$ cat src/design/haar_pkg.sv
package haar_pkg;

    typedef enum logic [1:0] {
        KIND_IMAGE = 2'd0,
        KIND_RECT  = 2'd1,
        KIND_NORM  = 2'd2,
        KIND_QUERY = 2'd3
    } kind_t;

    typedef enum logic [1:0] {
        ERR_OK     = 2'd0,
        ERR_BOUNDS = 2'd1,
        ERR_DIVZ   = 2'd2
    } err_t;

    localparam int REG_HEIGHT = 0;
    localparam int REG_WIDTH  = 1;

    // one rectangle entry: weight, top, left, height, width fractions
    typedef struct packed {
        logic signed [15:0] weight;
        logic [15:0]        top;
        logic [15:0]        left;
        logic [15:0]        height;
        logic [15:0]        width;
    } rect_t;

    typedef struct packed {
        logic        done;
        logic        overflow;
        logic [31:0] quot;
    } div_res_t;

    localparam int FRAC_BITS = 29;

endpackage

$ cat src/design/haar_div.sv
module haar_div import haar_pkg::*; #(
    parameter int MAG_W = 53
) (
    input  logic             aclk,
    input  logic             aresetn,
    input  logic             start,
    input  logic [MAG_W-1:0] dividend,
    input  logic [63:0]      divisor,
    output div_res_t         res
);

    localparam int ITER  = MAG_W + FRAC_BITS;
    localparam int CNT_W = $clog2(ITER + 1);

    logic [CNT_W-1:0] cnt_reg;
    logic             busy_reg;
    logic             done_reg;
    logic             ovf_reg;
    logic [31:0]      quot_reg;
    logic [63:0]      rem_reg;
    logic [MAG_W-1:0] dvd_reg;
    logic [64:0]      trial;
    logic             ge;
    logic [64:0]      rem_next;

    assign trial    = {rem_reg, dvd_reg[MAG_W-1]};
    assign ge       = trial >= {1'b0, divisor};
    assign rem_next = ge ? trial - {1'b0, divisor} : trial;

    // one quotient bit per cycle; bits beyond 32 fold into the overflow flag
    always_ff @(posedge aclk) begin
        if (!aresetn) begin
            busy_reg <= 1'b0;
            done_reg <= 1'b0;
            cnt_reg  <= '0;
        end else begin
            done_reg <= 1'b0;
            if (start) begin
                busy_reg <= 1'b1;
                cnt_reg  <= CNT_W'(ITER);
                rem_reg  <= '0;
                dvd_reg  <= dividend;
                quot_reg <= '0;
                ovf_reg  <= 1'b0;
            end else if (busy_reg) begin
                rem_reg  <= rem_next[63:0];
                dvd_reg  <= dvd_reg << 1;
                ovf_reg  <= ovf_reg | quot_reg[31];
                quot_reg <= {quot_reg[30:0], ge};
                cnt_reg  <= cnt_reg - 1'b1;
                if (cnt_reg == CNT_W'(1)) begin
                    busy_reg <= 1'b0;
                    done_reg <= 1'b1;
                end
            end
        end
    end

    assign res.done     = done_reg;
    assign res.overflow = ovf_reg;
    assign res.quot     = quot_reg;

endmodule
$ cat config.mk
export PLATFORM = sky130hd
export DESIGN_NAME = haar_div
export DESIGN_NICKNAME = d
export VERILOG_FILES = /design/src/design/haar_pkg.sv /design/src/design/haar_div.sv
export SDC_FILE = /design/constraint.sdc
export NUM_CORES = 1
export LEC_CHECK = 0
export BUFFER_PORTS_ARGS = -buffer_cell sky130_fd_sc_hd__buf_4
export CORE_MARGIN = 4
export CORE_UTILIZATION = 30
export DETAILED_ROUTE_END_ITERATION = 10
export HOLD_SLACK_MARGIN = 0.08
export PLACE_DENSITY = 0.55
export SLEW_MARGIN = 20
export SYNTH_ARGS = -nofsm -noshare
export SYNTH_HDL_FRONTEND = slang
export SYNTH_SLANG_ARGS = --single-unit
export TNS_END_PERCENT = 30
$ cat constraint.sdc
create_clock -name aclk -period 7.6 [get_ports aclk]
set_input_delay 0.76 -clock aclk [delete_from_list [all_inputs] [get_ports aclk]]
set_output_delay 0.76 -clock aclk [all_outputs]
set_load 0.01 [all_outputs]
Yosys cells after proc, flatten, opt, wreduce, memory -nomap -nowiden
Index checks and enable logic that the tools add are counted.
- register bits: 159
- input port bits: 120
- output and inout port bits: 34
- logic and storage cells: 31
- add/subtract/negate cells: 2
- magnitude comparators: 1
- eq/ne operators: 1
- mux-type cells: 12
- bitwise operators: 3
- reductions and logical operators: 4
- operators with widths (operator ; count):
    two-way mux 64 bit ; 2
    two-way mux 53 bit ; 2
    greater-or-equal comparator 65 x 64 -> 1 bit ; 1
    subtractor 64 bit ; 1
    two-way mux 32 bit ; 1
    two-way mux 7 bit ; 2
    == test 7 x 1 -> 1 bit (second input constant) ; 1
    subtractor 7 x 1 -> 7 bit (second input constant) ; 1
    two-way mux 1 bit ; 5
    OR reduction 3 bit ; 1
    inverter 1 bit ; 2
    AND reduction 2 bit ; 1
    nonzero test 2 bit ; 1
    OR reduction 2 bit ; 1
    OR 1 bit ; 1

Logic depth before layout (Yosys ltp)
Gate-level depths: netlist of the first run.
- depth in word-level cells: 4
- mapped depth: 15

Least setup slack after synthesis of the first run
No wires, ideal clock.
- kind: input -> register
- from: in start
- to: reg dvd_reg[0] (enable)
- library setup time: 0.523 ns
- arrival time: 4.488 ns
- path slack: 2.589 ns
- stages on the path: 2
- cells stage by stage: clkbuf_1 o21a_1
- longest elaborated chain between the ends: 2
- ends and longest elaborated chain (item ; RTL line ; text):
    start, declared ; haar_div.sv:6 ; input logic start,
    nonzero test 2 bit (no source line) ; -- ;
    AND reduction 2 bit (no source line) ; -- ;
    end signal, assigned ; haar_div.sv:42 ; dvd_reg <= dividend;
    end signal, assigned ; haar_div.sv:47 ; dvd_reg <= dvd_reg << 1;
    end, declared ; haar_div.sv:21 ; logic [MAG_W-1:0] dvd_reg;
No other way between the ends.
A chain may end at the register's enable or synchronous reset.

Worst setup path after layout of the first run
- from: in divisor[45]
- to: reg rem_reg[29] (data pin)
- longest elaborated chain between the ends: 3
- ends and longest elaborated chain (item ; RTL line ; text):
    start, declared ; haar_div.sv:8 ; input logic [63:0] divisor,
    greater-or-equal comparator 65 x 64 -> 1 bit ; haar_div.sv:27 ; assign ge = trial >= {1'b0, divisor};
    two-way mux 64 bit ; haar_div.sv:28 ; assign rem_next = ge ? trial - {1'b0, divisor} : trial;
    two-way mux 64 bit ; haar_div.sv:45 ; end else if (busy_reg) begin
    end signal, assigned ; haar_div.sv:46 ; rem_reg <= rem_next[63:0];
    end, declared ; haar_div.sv:20 ; logic [63:0] rem_reg;
No other way between the ends. The select of a mux whose other input is x is not followed.

==> flow_summary.ini, run 1 <==
[logic_synthesis]
synth_cells = 1165
async_reset_ff_frac = 0
syn_nets = 1352
yosys_warnings = 0
ys_ff_latch = 159
synth_area_um2 = 10900
seq_area_frac_synth = 0.430
synth_cell_types = 66
synthFlopType = edfxtp_1
synth_edf_count = 150
avgSynthCellArea_um2 = 9.35

[die]
die_area_um2 = 39400
num_rows = 69
start_util = 0.305
core-area_um2 = 35700
io-pin-count = 154
fp.dieW_um = 199
die_y_um = 199

[critical_path]
critPathMaxFanout = 43
worstPathRequired_ps = 7760
reg2reg_from = rem_reg[44]
start_kind = input port
crit_path_end_kind = flip-flop
startpoint = divisor[45]
criticalPathCategory = in -> reg
crit_arrival_ps = 4690

[clock_tree]
clock_latency_ps = 450
cts_hold_buf = 0
htree_num_levels = 4
cts_made_buffers = 17
cts_tree = yes
cts.path.max_buffers = 2
postCtsSetupBuffers = 0
cts-root-buf = clkbuf_16
cts.sinks = 159
cts_resized = 0
path_clk_slew_ps = 70

[global_route]
grt_antenna_before_repair = 4
overflow = 0
grt_pass1_wl_um = 46500
groute.usage.overall = 0.147
first_global_vias = 8759
grt_max_degree = 86

[power_and_ir_drop]
irDropWorstVdd_v = 0.000149
cellPowerDensity_nw_per_um2 = 211
leakage_nw = 5.27

[sta]
finalCriticalPeriod_ps = 4530
clock_skew_ps = 14.6
fmax_mhz = 221
max_slew_margin = 0.265
setup_viol = 0
final_max_slew_viol_count = 0
setup-tns-final_ps = 0
rsz0062_at_grt = no
worst_slew_pin_slew_ps = 1100
post-route-period-util = 0.596
hold_violations = 0

[place]
placed_cells = 1723
place_area_um2 = 12400
dp_hpwl_um = 21300
portBuffers = 153
place.gp.congestion = 0.835

[layout]
instances_no_fill = 1757
regArea_um2 = 4680
largest_reg_flops = 64
multi_input_area_um2 = 5650
final_common_cell = buf_4
final_area_um2 = 13000
layout-drive-gt1-share = 0.195
fin_nets = 1469
nFillCells = 3662
area_growth_syn_to_layout_pct = 19.3
final_cell_mix = 157 x buf_4, 156 x nand2_1, 150 x edfxtp_1, 138 x a21oi_1, 84 x inv_1

[drt]
drc_errors = 0
post_drt_wl_per_cell_um = 16.6
via_per_inst = 5.06
totalWireLength_um = 29200
ant_nets = 0
vias = 8897
drt_first_pass_iters = 5
drt_iter0_drc = 615

[status]
status = finished, final reports clean

[worst_hold_path]
min_from = cnt_reg[5]
hp-class = reg -> reg

[job]
drv_cap = 0
==> Yosys cell counts (all sizes together), types with 11 or more instances <==
cell type | number | share of area
a21o | 19 | 0.013
ha | 66 | 0.076
nor4 | 11 | 0.0063
xnor2 | 31 | 0.025
nor3 | 22 | 0.010
edfxtp | 150 | 0.41
mux2 | 52 | 0.054
buf | 14 | 0.0084
a211oi | 21 | 0.015
nand4 | 24 | 0.014
nor2b | 33 | 0.019
a21oi | 138 | 0.063
o21ai | 57 | 0.026
o21a | 11 | 0.0076
nand2 | 156 | 0.054
clkbuf | 46 | 0.016
inv | 84 | 0.029
nor2 | 67 | 0.023
o21bai | 12 | 0.0083
nand3 | 17 | 0.0078
xor2 | 29 | 0.023
==> worst max-delay path: stages <==
cell	delay, ps
buf_4	80
inv_1	30
ha_1	470
nand4_1	170
or3_1	450
or4_4	510
o31ai_4	370
a31oi_2	220
o221ai_4	750
buf_4	550
mux2i_1	240
nor2_1	50
==> routing by layer <==
layer	global-route usage	wire length, um	share of wire
met1	0.200	13700	0.47
met5	0	47	0.0016
met2	0.220	12600	0.43
met4	0.0491	673	0.023
met3	0.0508	2150	0.074
==> cells by family (layout without fill, tap and decap cells) <==
kind of cell	after synthesis	after routing	share of synthesized area
xor gates and xnor gates	60	60	0.0482
DFF	159	159	0.430
muxes	54	54	0.0556
buffers and inverters	144	274	0.0532
other	0	1	0
adders and majority gates	67	67	0.0777
AOI/OAI and AO/OA	312	312	0.177
and+or+nand+nor	369	369	0.159
==> power by group <==
part / switching [mW] / total (mW) / internal, mW / leakage, nW
Sequential: 0.0330 / 1.09 / 1.05 / 1.53
Clock: 0.408 / 0.859 / 0.450 / 0.287
Combinational: 0.467 / 0.796 / 0.329 / 3.45
Total: 0.909 / 2.74 / 1.83 / 5.27
==> layout make-up <==
class | instances | share of cell area
Antenna cell | 1 | 0.000193
Multi-Input combinational cell | 862 | 0.434
Timing Repair Buffer | 158 | 0.0922
Clock buffer | 19 | 0.0348
Sequential cell | 159 | 0.360
Tap cell | 461 | 0.0444
Inverter | 84 | 0.0243
Clock inverter | 13 | 0.00924
==> per-stage QoR <==
| step | hold slack [ps] | worst slack (ps) | total power, mW | utilization |
|---|---|---|---|---|
| finish | 529 | 3070 | 2.74 | 0.365 |
| global route | 550 | 2710 | 2.92 | 0.365 |
| CTS | 531 | 2990 | 2.78 | 0.364 |
| detailed placement | 509 | 2590 | 1.90 | 0.348 |
| global placement | 500 | 2650 | 1.90 | 0.348 |
| floorplan | 480 | 2590 | 1.68 | - |
==> final timing paths <==
check / to / depth (start not counted) / slack, ps
worst min-delay path: cnt_reg[5] / 2 / 530
worst min register to register: cnt_reg[5] / 2 / 530
worst max-delay path: rem_reg[29] / 12 / 3070
worst max register to register: rem_reg[29] / 10 / 3070
Note: power is estimated with default switching activity, not from simulation.
==> run 2, diff against run 1 <==
--- a/config.mk
+++ b/config.mk
@@ -5,12 +5,13 @@
 export SDC_FILE = /design/constraint.sdc
 export NUM_CORES = 1
 export LEC_CHECK = 0
+export ABC_AREA = 1
 export BUFFER_PORTS_ARGS = -buffer_cell sky130_fd_sc_hd__buf_4
 export CORE_MARGIN = 4
 export CORE_UTILIZATION = 30
 export DETAILED_ROUTE_END_ITERATION = 10
 export HOLD_SLACK_MARGIN = 0.08
-export PLACE_DENSITY = 0.55
+export PLACE_DENSITY = 0.56
 export SLEW_MARGIN = 20
 export SYNTH_ARGS = -nofsm -noshare
 export SYNTH_HDL_FRONTEND = slang
==> constraint.sdc (replaced) <==
create_clock -name aclk -period 3.78 [get_ports aclk]
set_input_delay 0.378 -clock aclk [delete_from_list [all_inputs] [get_ports aclk]]
set_output_delay 0.378 -clock aclk [all_outputs]
set_load 0.01 [all_outputs]
==> run 2 against run 1 <==
Compared with the run above:
- core utilization is 1.1 points lower
- largest cell class unchanged
- worst hold slack worse by 400 ps
- clock skew fell by 4.1 ps
- combinational power grew to 2.5 times the previous value
- largest power group unchanged
- sequential power increased by 99%
- clock power rose by 100%
- total power is 120% higher
- global-route usage increased by 2.8 points
- routed wire length increased by 50%
- synthesized area grew 26%
- critical endpoint is now rem_reg[51]
- sequential cell count unchanged
==> flow_summary.ini, run 2 <==
[status]
status = finished, final reports clean

[global_route]
grt_pass1_wl_um = 69100
groute.usage.overall = 0.175
first_global_vias = 13000
grt_max_degree = 73
grt_antenna_before_repair = 0
overflow = 0

[clock_tree]
cts_resized = 0
cts_hold_buf = 0
cts_made_buffers = 17
cts_tree = yes
cts-root-buf = clkbuf_16
htree_num_levels = 4
path_clk_slew_ps = 70
cts.path.max_buffers = 2
clock_latency_ps = 450
cts.sinks = 159
postCtsSetupBuffers = 0

[drt]
vias = 12900
via_per_inst = 4.40
ant_nets = 0
drt_first_pass_iters = 5
drt_iter0_drc = 784
drc_errors = 0
totalWireLength_um = 43700
post_drt_wl_per_cell_um = 14.9

[die]
die_y_um = 222
io-pin-count = 154
num_rows = 78
fp.dieW_um = 222
die_area_um2 = 49200
start_util = 0.303
core-area_um2 = 45300

[place]
portBuffers = 153
place.gp.congestion = 1.00
placed_cells = 2895
place_area_um2 = 15400
dp_hpwl_um = 35300
place_ws_ps = 616

[sta]
rsz0062_at_grt = no
fmax_mhz = 335
setup_ws_ps = 799
holdWs_ps = 128
worst_slew_pin_slew_ps = 719
finalCriticalPeriod_ps = 2980
final_max_slew_viol_count = 0
max_slew_margin = 0.521
clock_skew_ps = 10.5
hold_violations = 0
setup_viol = 0
setup-tns-final_ps = 0
post-route-period-util = 0.789

[logic_synthesis]
synth_area_um2 = 13700
synth_cells = 2177
yosys-top-cells-count = 907 x nand2_1, 461 x inv_1, 251 x nor2_1, 150 x edfxtp_1, 66 x ha_1
synth_cell_types = 40
synth_area_leaders = edfxtp_1 33%, nand2_1 25%, inv_1 13%
yosys.area.top_type = edfxtp_1
syn_nets = 2364
synthFlopType = edfxtp_1
avgSynthCellArea_um2 = 6.30
yosysMostFrequentCell = nand2_1
async_reset_ff_frac = 0
ys_ff_latch = 159
synth_top_cell_area_share = 0.328
yosys_warnings = 0
seq_area_frac_synth = 0.342
synth_edf_count = 150

[layout]
instances_no_fill = 2927
final_area_um2 = 16000
regArea_um2 = 4680
largest_reg_flops = 64
final_common_cell = nand2_1
final_cell_mix = 907 x nand2_1, 460 x inv_1, 250 x nor2_1, 161 x buf_4, 150 x edfxtp_1
fin_nets = 2501
nFillCells = 5107
multi_input_area_um2 = 6990
area_growth_syn_to_layout_pct = 16.6
final_core_util = 0.353
layout-drive-gt1-share = 0.108
antennaDiodeCount = 0

[critical_path]
reg2reg_from = rem_reg[5]
startpoint = rem_reg[5]
start_kind = flip-flop
crit_arrival_ps = 3290
crit_path_end_kind = flip-flop
worstPathRequired_ps = 4090
critPathMaxFanout = 47
criticalPathCategory = reg -> reg

[power_and_ir_drop]
irDropWorstVdd_v = 0.000303
power_mw = 5.93
cellPowerDensity_nw_per_um2 = 371
leakage_nw = 8.96

[job]
drv_cap = 0

[worst_hold_path]
min_from = aresetn
hp-class = in -> reg
run 2: changes by cell type after synthesis, moves of 33 or more:
cell | previous run | this run
nand2_1 | 156 | 907
inv_1 | 84 | 461
nor2_1 | 67 | 251
a21oi_1 | 138 | 43
nand3b_1 | 2 | 55
mux2_2 | 52 | 0
o21ai_0 | 55 | 7
nand3_1 | 17 | 58
nor2_2 | 0 | 35
nor2b_1 | 33 | 0
run 2: worst paths after layout:
path | to | slack, ps | cells after the start
worst min register to register | cnt_reg[3] | 480 | 2
worst min-delay path | cnt_reg[6] | 130 | 3
worst max-delay path | rem_reg[51] | 800 | 16
worst max register to register | rem_reg[51] | 800 | 16
run 2: layer usage:
layer	GRT usage	routed length, um	vias up
met5	0	0	-
met4	0.0614	1310	0
met3	0.0367	2350	53
met2	0.294	19900	280
met1	0.225	20100	5757
li1	-	-	6775
run 2: cells by family after synthesis:
family,after synthesis,synth area share
buffers and inverters,516,0.149
DFF,159,0.342
and+or+nand+nor,1348,0.406
AOI/OAI and AO/OA,54,0.0205
adders and majority gates,67,0.0617
xor gates and xnor gates,33,0.0211
run 2: area by class of cell:
type / count / share of cell area
sequential: 159 / 0.293
multi-input combinational: 1502 / 0.437
inverter: 472 / 0.111
clock buffer: 18 / 0.0268
tap: 600 / 0.0469
clock inverter: 14 / 0.00876
timing repair buffer: 162 / 0.0768
run 2: power by group:
group	switching [mW]	internal [mW]
Sequential	0.0605	2.11
Combinational	1.32	0.686
Clock	0.783	0.970
run 2: critical path: stages (launching register included):
cell      delay [ps]
edfxtp_1         390
ha_1             340
nand2_1           80
nand2_1           90
nand2_1           70
nand2_1          100
inv_2             70
nand3_2          140
nand2_1          110
nand2_2          110
nand2_1          130
nand2_2           90
nand2_4          100
nand2_8          160
inv_4            540
nor2_1           130
nor2_1           120
